<file path="config.mk">
export PLATFORM = sky130hd
export DESIGN_NAME = circular_doubly_linked_list_manager_core
export DESIGN_NICKNAME = d
export VERILOG_FILES = /design/src/rtl/cdll_pkg.sv /design/src/rtl/circular_doubly_linked_list_manager_core.sv /design/src/rtl/cdll_result_reg.sv
export SDC_FILE = /design/constraint.sdc
export NUM_CORES = 2
export LEC_CHECK = 0
export BUFFER_PORTS_ARGS = -buffer_cell sky130_fd_sc_hd__buf_2
export CAP_MARGIN = 30
export CORE_MARGIN = 2
export CORE_UTILIZATION = 55
export CTS_CLUSTER_DIAMETER = 80
export DETAILED_ROUTE_END_ITERATION = 6
export GPL_TIMING_DRIVEN = 1
export PLACE_DENSITY = 0.71
export SETUP_SLACK_MARGIN = 0.5
export SYNTH_ARGS = -nofsm -noshare
export SYNTH_HDL_FRONTEND = slang
export SYNTH_HIERARCHICAL = 1
export SYNTH_SLANG_ARGS = --single-unit
</file>
<file path="constraint.sdc">
create_clock -name clk -period 6.2 [get_ports clk]
set_input_delay 0.93 -clock clk [delete_from_list [all_inputs] [get_ports clk]]
set_output_delay 0.93 -clock clk [all_outputs]
set_load 0.01 [all_outputs]
</file>
<file path="src/rtl/cdll_pkg.sv">
`timescale 1ns / 1ps
`default_nettype none
package cdll_pkg;
    localparam logic [3:0] OP_INS_FRONT = 4'd0;
    localparam logic [3:0] OP_INS_BACK  = 4'd1;
    localparam logic [3:0] OP_INS_MID   = 4'd2;
    localparam logic [3:0] OP_DEL_FRONT = 4'd3;
    localparam logic [3:0] OP_DEL_BACK  = 4'd4;
    localparam logic [3:0] OP_DEL_MID   = 4'd5;
    localparam logic [3:0] OP_COUNT     = 4'd6;
    localparam logic [3:0] OP_WALK_FWD  = 4'd7;
    localparam logic [3:0] OP_WALK_BACK = 4'd8;

    localparam logic [1:0] ST_OK     = 2'd0;
    localparam logic [1:0] ST_EMPTY  = 2'd1;
    localparam logic [1:0] ST_FULL   = 2'd2;
    localparam logic [1:0] ST_BADPOS = 2'd3;

    typedef struct packed {
        logic [1:0]  status;
        logic [31:0] value;
        logic        last;
    } result_t;
endpackage
`default_nettype wire

</file>
<file path="src/rtl/circular_doubly_linked_list_manager_core.sv">
`timescale 1ns / 1ps
`default_nettype none
// Pool-based circular doubly linked list. After reset busy stays high while the free chain is
// built. A request is taken when start is high and busy is low; busy stays high until its last
// result has been issued. Count, undefined ops and rejected requests end in the decode state;
// front and back inserts pass through the read, link and second link states, and deletes through
// the read, unlink and free states. Middle ops first walk the ring one link at a time through the
// registered link memories. A walk gives one result per node, each from a read and an output state.
// Each result is registered and appears in the cycle after its state of work, is shown for one cycle
// with done high, and the receiver cannot stall it.
module circular_doubly_linked_list_manager_core #(
    parameter int CAPACITY   = 32,
    parameter int VALUE_BITS = 32
)
(
    input  wire logic               clk,
    input  wire logic               rst_n,
    input  wire logic               start,
    output logic                    busy,
    input  wire logic [3:0]         op,
    input  wire logic signed [31:0] item_value,
    input  wire logic [5:0]         position,
    output logic                    done,
    output logic [1:0]              status,
    output logic signed [31:0]      out_value,
    output logic [5:0]              node_count,
    output logic                    last
);
    import cdll_pkg::*;

    localparam int IW = (CAPACITY > 2) ? $clog2(CAPACITY) : 1;
    localparam int CW = $clog2(CAPACITY + 1);

    localparam logic [3:0] S_IDLE  = 4'd0;
    localparam logic [3:0] S_INIT  = 4'd1;
    localparam logic [3:0] S_DEC   = 4'd2;
    localparam logic [3:0] S_WALK  = 4'd3;
    localparam logic [3:0] S_RDT   = 4'd4;
    localparam logic [3:0] S_LINK  = 4'd5;
    localparam logic [3:0] S_LINK2 = 4'd6;
    localparam logic [3:0] S_UNL   = 4'd7;
    localparam logic [3:0] S_UNL2  = 4'd8;
    localparam logic [3:0] S_TRV   = 4'd9;
    localparam logic [3:0] S_TRV2  = 4'd10;
    localparam logic [3:0] S_FREE  = 4'd11;
    localparam logic [3:0] S_ADV   = 4'd12;

    logic [VALUE_BITS-1:0] vmem [CAPACITY];
    logic [IW-1:0]         nmem [CAPACITY];
    logic [IW-1:0]         pmem [CAPACITY];

    logic [3:0]  state_reg;
    logic [IW:0] init_reg;
    logic [3:0]  op_reg;
    logic [31:0] val_reg;
    logic [5:0]  pos_reg;
    logic [IW-1:0] head_reg, tail_reg, free_reg, t_reg, n_reg, p_reg;
    logic [CW-1:0] cnt_reg;
    logic [5:0]  step_reg;
    logic [IW-1:0] rn_q, rp_q;
    logic [VALUE_BITS-1:0] rv_q;
    logic [IW-1:0] raddr;
    logic        fire;
    result_t     res;

    // link memories: one write port each, registered read
    logic          nwe, pwe, vwe;
    logic [IW-1:0] nwa, pwa;
    logic [IW-1:0] nwd, pwd;
    logic [VALUE_BITS-1:0] vwd;

    assign vwd = VALUE_BITS'(signed'(val_reg));

    always_ff @(posedge clk)
    begin
        if (nwe)
        begin
            nmem[nwa] <= nwd;
        end
        if (pwe)
        begin
            pmem[pwa] <= pwd;
        end
        if (vwe)
        begin
            vmem[free_reg] <= vwd;
        end
        rn_q <= nmem[raddr];
        rp_q <= pmem[raddr];
        rv_q <= vmem[raddr];
    end

    logic signed [31:0] rv_ext;
    always_comb
    begin
        if (VALUE_BITS >= 32)
        begin
            rv_ext = 32'(rv_q);
        end
        else
        begin
            rv_ext = 32'(signed'(rv_q));
        end
    end

    logic midok;
    assign midok = (pos_reg > 6'd1) && (7'(cnt_reg) > {1'b0, pos_reg});

    logic [CW-1:0] cnt_m1;
    assign cnt_m1 = cnt_reg - CW'(1);

    logic [IW-1:0] tnext;
    assign tnext = (op_reg == OP_WALK_BACK) ? rp_q : rn_q;

    always_comb
    begin
        nwe = 1'b0; pwe = 1'b0; vwe = 1'b0;
        nwa = t_reg; pwa = t_reg; nwd = t_reg; pwd = t_reg;
        raddr = t_reg;
        fire = 1'b0;
        res = '{status: ST_OK, value: 32'd0, last: 1'b1};
        case (state_reg)
            S_INIT:
            begin
                nwe = 1'b1;
                nwa = init_reg[IW-1:0];
                nwd = (init_reg[IW-1:0] == IW'(CAPACITY - 1)) ? '0 : init_reg[IW-1:0] + IW'(1);
            end
            S_DEC:
            begin
                raddr = free_reg;
                case (op_reg)
                    OP_INS_FRONT, OP_INS_BACK, OP_INS_MID:
                    begin
                        if (cnt_reg == CW'(CAPACITY))
                        begin
                            fire = 1'b1; res.status = ST_FULL;
                        end
                        else if (op_reg == OP_INS_MID && cnt_reg != '0 && !midok)
                        begin
                            fire = 1'b1; res.status = ST_BADPOS;
                        end
                        else
                        begin
                            vwe = 1'b1;
                        end
                    end
                    OP_DEL_FRONT, OP_DEL_BACK, OP_DEL_MID:
                    begin
                        if (cnt_reg == '0)
                        begin
                            fire = 1'b1; res.status = ST_EMPTY;
                        end
                        else if (op_reg == OP_DEL_MID && !midok)
                        begin
                            fire = 1'b1; res.status = ST_BADPOS;
                        end
                    end
                    OP_WALK_FWD, OP_WALK_BACK:
                    begin
                        if (cnt_reg == '0)
                        begin
                            fire = 1'b1; res.status = ST_EMPTY;
                        end
                    end
                    default:
                    begin
                        fire = 1'b1;
                    end
                endcase
            end
            S_WALK:
            begin
                raddr = t_reg;
            end
            S_RDT:
            begin
                raddr = t_reg;
            end
            S_LINK:
            begin
                raddr = n_reg;
                if (cnt_reg == '0)
                begin
                    nwe = 1'b1; nwa = n_reg; nwd = n_reg;
                    pwe = 1'b1; pwa = n_reg; pwd = n_reg;
                end
                else
                begin
                    nwe = 1'b1; nwa = n_reg; nwd = t_reg;
                    pwe = 1'b1; pwa = n_reg; pwd = rp_q;
                end
            end
            S_LINK2:
            begin
                if (cnt_reg != '0)
                begin
                    nwe = 1'b1; nwa = p_reg; nwd = n_reg;
                    pwe = 1'b1; pwa = t_reg; pwd = n_reg;
                end
                fire = 1'b1;
            end
            S_UNL:
            begin
                if (cnt_reg > CW'(1))
                begin
                    nwe = 1'b1; nwa = rp_q; nwd = rn_q;
                    pwe = 1'b1; pwa = rn_q; pwd = rp_q;
                end
            end
            S_FREE:
            begin
                nwe = 1'b1; nwa = t_reg; nwd = free_reg;
                fire = 1'b1;
            end
            S_TRV:
            begin
                raddr = t_reg;
            end
            S_TRV2:
            begin
                raddr = t_reg;
                fire = 1'b1;
                res.value = rv_ext;
                res.last = (step_reg == 6'(cnt_m1));
            end
            default:
            begin
            end
        endcase
    end

    always_ff @(posedge clk or negedge rst_n)
    begin
        if (!rst_n)
        begin
            state_reg <= S_INIT;
            init_reg  <= '0;
            head_reg  <= '0;
            tail_reg  <= '0;
            free_reg  <= '0;
            cnt_reg   <= '0;
        end
        else
        begin
            case (state_reg)
                S_INIT:
                begin
                    init_reg <= init_reg + (IW+1)'(1);
                    if (init_reg == (IW+1)'(CAPACITY - 1))
                    begin
                        state_reg <= S_IDLE;
                    end
                end
                S_IDLE:
                begin
                    if (start)
                    begin
                        state_reg <= S_DEC;
                    end
                end
                S_DEC:
                begin
                    if (fire)
                    begin
                        state_reg <= S_IDLE;
                    end
                    else if (op_reg == OP_INS_FRONT || op_reg == OP_INS_BACK
                             || op_reg == OP_INS_MID)
                    begin
                        step_reg <= 6'd1;
                        n_reg <= free_reg;
                        t_reg <= head_reg;
                        state_reg <= (op_reg == OP_INS_MID && cnt_reg != '0) ? S_WALK : S_RDT;
                    end
                    else if (op_reg == OP_WALK_FWD || op_reg == OP_WALK_BACK)
                    begin
                        t_reg <= (op_reg == OP_WALK_FWD) ? head_reg : tail_reg;
                        step_reg <= 6'd0;
                        state_reg <= S_TRV;
                    end
                    else
                    begin
                        step_reg <= 6'd1;
                        t_reg <= (op_reg == OP_DEL_FRONT) ? head_reg :
                                 (op_reg == OP_DEL_BACK) ? tail_reg : head_reg;
                        state_reg <= (op_reg == OP_DEL_MID) ? S_WALK : S_RDT;
                    end
                end
                S_WALK:
                begin
                    if (step_reg == pos_reg)
                    begin
                        state_reg <= S_RDT;
                    end
                    else
                    begin
                        state_reg <= S_ADV;
                    end
                end
                S_ADV:
                begin
                    t_reg <= rn_q;
                    step_reg <= step_reg + 6'd1;
                    state_reg <= S_WALK;
                end
                S_RDT:
                begin
                    if (op_reg == OP_INS_FRONT || op_reg == OP_INS_BACK
                        || op_reg == OP_INS_MID)
                    begin
                        state_reg <= S_LINK;
                    end
                    else
                    begin
                        state_reg <= S_UNL;
                    end
                end
                S_LINK:
                begin
                    p_reg <= rp_q;
                    if (cnt_reg == '0)
                    begin
                        head_reg <= n_reg;
                        tail_reg <= n_reg;
                    end
                    else if (op_reg == OP_INS_FRONT)
                    begin
                        head_reg <= n_reg;
                    end
                    else if (op_reg == OP_INS_BACK)
                    begin
                        tail_reg <= n_reg;
                    end
                    state_reg <= S_LINK2;
                end
                S_LINK2:
                begin
                    free_reg <= rn_q;
                    cnt_reg <= cnt_reg + CW'(1);
                    state_reg <= S_IDLE;
                end
                S_UNL:
                begin
                    if (cnt_reg <= CW'(1))
                    begin
                        head_reg <= '0;
                        tail_reg <= '0;
                    end
                    else
                    begin
                        if (t_reg == head_reg)
                        begin
                            head_reg <= rn_q;
                        end
                        if (t_reg == tail_reg)
                        begin
                            tail_reg <= rp_q;
                        end
                    end
                    state_reg <= S_FREE;
                end
                S_FREE:
                begin
                    free_reg <= t_reg;
                    cnt_reg <= cnt_m1;
                    state_reg <= S_IDLE;
                end
                S_TRV:
                begin
                    state_reg <= S_TRV2;
                end
                S_TRV2:
                begin
                    t_reg <= tnext;
                    step_reg <= step_reg + 6'd1;
                    state_reg <= (step_reg == 6'(cnt_m1)) ? S_IDLE : S_TRV;
                end
                default:
                begin
                    state_reg <= S_IDLE;
                end
            endcase
        end
    end

    always_ff @(posedge clk)
    begin
        if (state_reg == S_IDLE && start)
        begin
            op_reg  <= op;
            val_reg <= item_value;
            pos_reg <= position;
        end
    end

    logic [5:0] cnt_out;
    always_comb
    begin
        cnt_out = 6'(cnt_reg);
        if (state_reg == S_LINK2)
        begin
            cnt_out = 6'(cnt_reg + CW'(1));
        end
        else if (state_reg == S_FREE)
        begin
            cnt_out = 6'(cnt_m1);
        end
    end

    assign busy = (state_reg != S_IDLE);

    cdll_result_reg u_res
    (
        .clk        (clk),
        .rst_n      (rst_n),
        .fire       (fire),
        .res        (res),
        .count_in   (cnt_out),
        .done       (done),
        .status     (status),
        .out_value  (out_value),
        .node_count (node_count),
        .last       (last)
    );
endmodule
`default_nettype wire

</file>
<file path="src/rtl/cdll_result_reg.sv">
`timescale 1ns / 1ps
`default_nettype none
module cdll_result_reg
(
    input  wire logic            clk,
    input  wire logic            rst_n,
    input  wire logic            fire,
    input  wire cdll_pkg::result_t res,
    input  wire logic [5:0]      count_in,
    output logic                 done,
    output logic [1:0]           status,
    output logic signed [31:0]   out_value,
    output logic [5:0]           node_count,
    output logic                 last
);
    import cdll_pkg::*;

    logic done_reg;

    always_ff @(posedge clk or negedge rst_n)
    begin
        if (!rst_n)
        begin
            done_reg <= 1'b0;
        end
        else
        begin
            done_reg <= fire;
        end
    end

    always_ff @(posedge clk)
    begin
        if (fire)
        begin
            status     <= res.status;
            out_value  <= res.value;
            node_count <= count_in;
            last       <= res.last;
        end
    end

    assign done = done_reg;
endmodule
`default_nettype wire

</file>
# After elaboration in Yosys (flattened, before gate mapping)
# Memory sizes are Yosys's and may differ from the RTL's. A register that Yosys moved wholly into a read port is not among the register bits.
# Index checks and enable logic that the tools add are counted.
dict set report classes {
  add_sub_neg 5
  n_reduce_logical 31
  bitwise_logic 1
  eq_ne 33
  n_mux 77
  magnitude_cmp 4
}
# cell n
set op_table {}
lappend op_table {{$mux 5} 23}
lappend op_table {{$pmux 5 s2} 5}
lappend op_table {{$pmux 4 s10} 1}
lappend op_table {{$pmux 5 s3} 2}
lappend op_table {{$eq 4x3->1 const B} 7}
lappend op_table {{$mux 4} 7}
lappend op_table {{$pmux 5 s5} 1}
lappend op_table {{$pmux 6 s2} 2}
lappend op_table {{$eq 4x4->1 const B} 5}
lappend op_table {{$mux 1} 20}
lappend op_table {{$pmux 5 s4} 1}
lappend op_table {{$add 6x1->6 const B} 3}
lappend op_table {{$mux 6} 3}
lappend op_table {{$eq 4x2->1 const B} 4}
lappend op_table {{$ne 3x3->1 const B} 5}
lappend op_table {{$eq 6x6->1} 2}
lappend op_table {{$gt 6x1->1 const B} 2}
lappend op_table {{$reduce_or 3->1} 4}
lappend op_table {{$eq 5x5->1} 2}
lappend op_table {{$mux 2} 5}
lappend op_table {{$pmux 1 s3} 3}
lappend op_table {{$reduce_and 3->1} 3}
lappend op_table {{$eq 4x1->1 const B} 2}
lappend op_table {{$logic_not 4->1} 2}
lappend op_table {{23 further kinds} 37}
dict set report totals {
  out_inout_bits 43
  ff_bits 136
  n_memories 3
  elab_cells 172
  ram_bits 1344
  inputBits 45
}
# name words word_bits read_ports rd_clocked_by_memory_dff write_ports line_no
set memory_table {}
lappend memory_table {vmem 32 32 1 1 1 circular_doubly_linked_list_manager_core.sv:48} ;# logic [VALUE_BITS-1:0] vmem [CAPACITY];
lappend memory_table {nmem 32 5 1 1 1 circular_doubly_linked_list_manager_core.sv:49} ;# logic [IW-1:0] nmem [CAPACITY];
lappend memory_table {pmem 32 5 1 1 1 circular_doubly_linked_list_manager_core.sv:50} ;# logic [IW-1:0] pmem [CAPACITY];

# Longest topological paths before layout
dict set report logic_depth {
  ltp_word 10
  depth_mapped 13
  ltp_nobuf 9
}

# Hierarchy
# Netlist, hierarchy kept.
# module cells_each area_each_um2 seq_area_each_um2 n_inst
set modules_own_cells {}
lappend modules_own_cells {circular_doubly_linked_list_manager_core 3816 58255.9 43868.3 1}
lappend modules_own_cells {cdll_result_reg 42 1256.2 1256.2 1}

# Worst setup path before layout
# Ideal clock, no wire load.
dict set report synth_path {
  path_type {reg-to-reg}
  startpoint {register cnt_reg[0]}
  endpoint {memory vmem[20][0], enable pin}
  synth_period_minus_slack_ns 4.330
  arrival_ns 3.909
  path_slack_ns 1.870
  stages_incl_launch_ff 10
  setup_time_ns 0.421
  path_cell_list {dfrtp_1 inv_1 ha_1 nor4b_2 nand2_1 nand3b_1 o2111ai_1 or2_2 or3b_2 nor2_1}
}
dict set report synth_between {
  elab_chain_len 10
  word_cells_on_any_way 13
}
# element line_no
set synth_lines {}
lappend synth_lines {{start, declared} circular_doubly_linked_list_manager_core.sv:58} ;# logic [CW-1:0] cnt_reg;
lappend synth_lines {{start signal, assigned} circular_doubly_linked_list_manager_core.sv:340} ;# cnt_reg <= cnt_reg + CW'(1);
lappend synth_lines {{start signal, assigned} circular_doubly_linked_list_manager_core.sv:366} ;# cnt_reg <= cnt_m1;
lappend synth_lines {{$gt 6x6->1} circular_doubly_linked_list_manager_core.sv:107} ;# assign midok = (pos_reg > 6'd1) && (7'(cnt_reg) > {1'b0, pos_reg});
lappend synth_lines {{$logic_and 1x1->1} circular_doubly_linked_list_manager_core.sv:107}
lappend synth_lines {{$logic_not 1->1} circular_doubly_linked_list_manager_core.sv:139} ;# else if (op_reg == OP_INS_MID && cnt_reg != '0 && !midok)
lappend synth_lines {{$logic_and 1x1->1} circular_doubly_linked_list_manager_core.sv:139}
lappend synth_lines {{$mux 1} circular_doubly_linked_list_manager_core.sv:139}
lappend synth_lines {{$mux 1 (*)} circular_doubly_linked_list_manager_core.sv:135} ;# if (cnt_reg == CW'(CAPACITY))
lappend synth_lines {{$mux 1 (*)} circular_doubly_linked_list_manager_core.sv:132} ;# case (op_reg)
lappend synth_lines {{$mux 1 (*)} circular_doubly_linked_list_manager_core.sv:122} ;# case (state_reg)
lappend synth_lines {{$mux 1 (*)} circular_doubly_linked_list_manager_core.sv:84} ;# if (vwe)
lappend synth_lines {{$mux 1 (implied by the code) (*)} circular_doubly_linked_list_manager_core.sv:86} ;# vmem[free_reg] <= vwd;
lappend synth_lines {{end, declared} circular_doubly_linked_list_manager_core.sv:48}
# Every way passes the cells marked *; elsewhere a longest branch is shown, timed or not.

# Worst setup path in the final report
dict set report layout_path {
  startpoint {register cnt_reg[0]}
  endpoint {memory vmem[25][14], enable pin}
}
# The elaborated chain is that of the path after synthesis.

==> metrics.cfg <==
[place]
port_buffers = 87
gp_congestion = 0.9067
hpwl_um = 95290
dpl_cell_area_mm2 = 0.06275
dp_cells = 5260

[timing]
slew_violations = 0
layout_min_cycle_time_ps = 4674
skew_ps = 28.81
rsz0062_at_grt = false
fin_crit_sh_pct = 75.39
worstMarginPinSlew_ps = 1044
relSlewSlack_pct = 30.30
max_freq_ghz = 0.2139
hold_viol = 0
whs_ps = 294.0
finalSetupViolCount = 0
fin_tns_setup_ps = 0

[detailed_routing]
post_drt_wl_per_cell_um = 27.82
drcViolationCount = 3
vias = 35480
drtIter0Drc = 4586
routed_wl_um = 154200
ant_nets = 0
viasPerCell = 6.400
drt_pass1_iterations = 7

[worst_setup_path]
crit_path_end = vmem[25][14]
r2r-start = cnt_reg[0]
critPathRequiredTime_ps = 6640
r2r_slack_ps = 1530
r2r-end = vmem[25][14]
crit_start = cnt_reg[0]
worst-setup-path-type = register to register
startpoint_type = register
worst_setup_path_end_kind = register
arrival_ps = 5120
critPathMaxFanout = 22
r2r_cells = 11

[final_layout]
largest_reg_flops = 1024
num-fill-cells = 7563
fin_nets = 4073
layout.cells.non_filler = 5543
largest_registers = vmem x1024, nmem x160, pmem x160
final_layout_size_suffix_gt1_share_pct = 12.49
syn2layout_area_growth_pct = 13.68
antenna_cells = 0
regMostFlops = vmem
design_area_mm2 = 0.06765

[grt]
grt_pass1_vias = 34270
grt_usage_pct = 27.60
grt_remaining_overflow = 0
grt_max_degree = 120
antenna_found_initial = 2
grt_pass1_wl_um = 225900

[clock_tree]
cts_max_level = 4
cts_tree = yes
post_cts_buffers = 0
cts_resized = 0
clock_sinks = 1522
clk_path_buf_depth = 3
cts_buffers = 153
postCtsHoldBufs = 0
insertion_delay_ps = 760
root_buffer = clkbuf_16
clk_pin_slew_ps = 60

[logic_synthesis]
synth_seq_cells = 1522
synthArstFlopShare_pct = 2.102
synth_ff_type = edfxtp_1
syn_nets = 3917
postSynthCellCount = 3858
syn-cell-area_mm2 = 0.05951
synth.distinct_cells = 83
synth_edf_count = 1448
synth_top_area_share_pct = 73.06
ys_warn_count = 6
syn_avg_cell_area_um2 = 15.43
synthTopCellsByArea = edfxtp_1 73%, mux2i_1 5.8%, a32oi_1 4.9%, nand2_1 4.7%, dfxtp_1 1.4%
seq_area_frac_synth_pct = 75.82
synth.largest_area_cell = edfxtp_1

[floorplan]
initial_core_util_pct = 55.51
io_pins = 88
die_width_um = 332.9
rows = 120
die_height_um = 332.9
die-area_mm2 = 0.1109
core_mm2 = 0.1072

[power]
leakage_nw = 22.91
power_per_cell_area_mw_per_mm2 = 486.1
pwr-share-clk_pct = 27.1
power_frac_comb_pct = 33.1
power_mw = 32.89
seqPwrFrac_pct = 39.9
p_sw_share_pct = 36.14
peakVddDrop_mv = 0.6439
power.net_switching_mw = 11.89
intPower_mw = 21.00

[run_status]
status = finished, violations left
violations = DRC

[job]
maxCapViolCount = 0

[min_path]
hold_class = primary input to asynchronous set/reset pin

[kinds of logic (layout without fill, tap and decap cells)]
group / Yosys count / count (layout) / synth area share [%]
AOI/OAI and AO/OA: 504 / 504 / 6.902
xor gates and xnor gates: 39 / 39 / 0.5740
adders and majority gates: 14 / 14 / 0.2943
buffers and inverters: 245 / 527 / 1.835
DFF: 1522 / 1522 / 75.82
muxes: 344 / 344 / 5.786
and+or+nand+nor: 1190 / 1190 / 8.784
[per-layer routing]
metal	part of all wire, %	global-route usage [%]	wire length, µm
met1	40	39.62	61630
met5	0.0084	0	13
met3	9.9	4.921	15320
met2	47	43.25	72890
met4	2.8	8.857	4357
[power groups by stage]
stage               Sequential (mW)  Clock [mW]  Combinational, mW
finish                         13.1        8.91               10.9
global route                   13.1        9.37               11.6
CTS                            13.1        9.00               10.8
detailed placement             13.3           0               10.7
global placement               13.3           0               10.4
floorplan                      13.3           0               6.49
[worst min-delay path by stage]
stage	from	end	slack, ps
final	rst_n	state_reg[2]	290
after global routing	item_value[1]	val_reg[1]	310
after CTS	item_value[30]	val_reg[30]	290
after detailed placement	init_reg[5]	init_reg[5]	460
after global placement	init_reg[5]	init_reg[5]	460
after floorplan	free_reg[3]	n_reg[3]	420
[cells in the mapped netlist, drive strengths merged, types with 16 or more instances]
master  number
a21oi       37
nand3       23
edfxtp    1448
a31oi       16
dfrtp       31
nor3        24
nor2b       18
xor2        20
inv         19
and2        40
mux2i      344
o21ai       33
a32oi      336
dfxtp       42
nand4       89
clkbuf     149
nor2       186
buf         77
xnor2       19
nand2      749
[area by class of cell]
class	instances	area, µm²	share of cell area [%]
clock inverters	57	569.3	0.8415
well taps	1403	1755	2.595
flip-flops and latches	1522	45120	66.70
clock buffers	224	4289	6.340
repair buffers	227	2178	3.220
multi-input cells	2091	13660	20.20
inverters	19	71.32	0.1054
[cells in the final DEF (no fill, tap or decap), types with 18 or more instances in the layout]
cell type,n
a21oi_1,36
a32oi_1,336
and2_1,40
buf_12,28
buf_2,87
buf_4,92
clkbuf_1,55
clkbuf_16,156
clkinv_2,18
dfrtp_1,31
dfxtp_1,42
edfxtp_1,1448
inv_1,19
mux2i_1,344
nand2_1,748
nand3_1,23
nand4_1,89
nor2_1,148
nor2_4,34
nor2b_1,18
o21ai_0,29
xnor2_1,19
xor2_1,20
[stage by stage]
stage               utilization, %  setup WS (ps)
floorplan                        -           1870
global placement             57.86           1350
detailed placement           58.53           1608
CTS                          63.07           1577
global route                 63.11           1206
finish                       63.11           1526
[critical path, cell delays in order (launching register included)]
cell and delay [ps]:
dfrtp_1 470, inv_1 210, ha_1 300, nor4b_2 600, nand2_1 310, nand3b_1 210
o2111ai_1 140, buf_4 230, nor2_1 240, nand3_1 370, nor2_4 920, buf_4 350
Note: power is estimated with default switching activity, not from simulation.
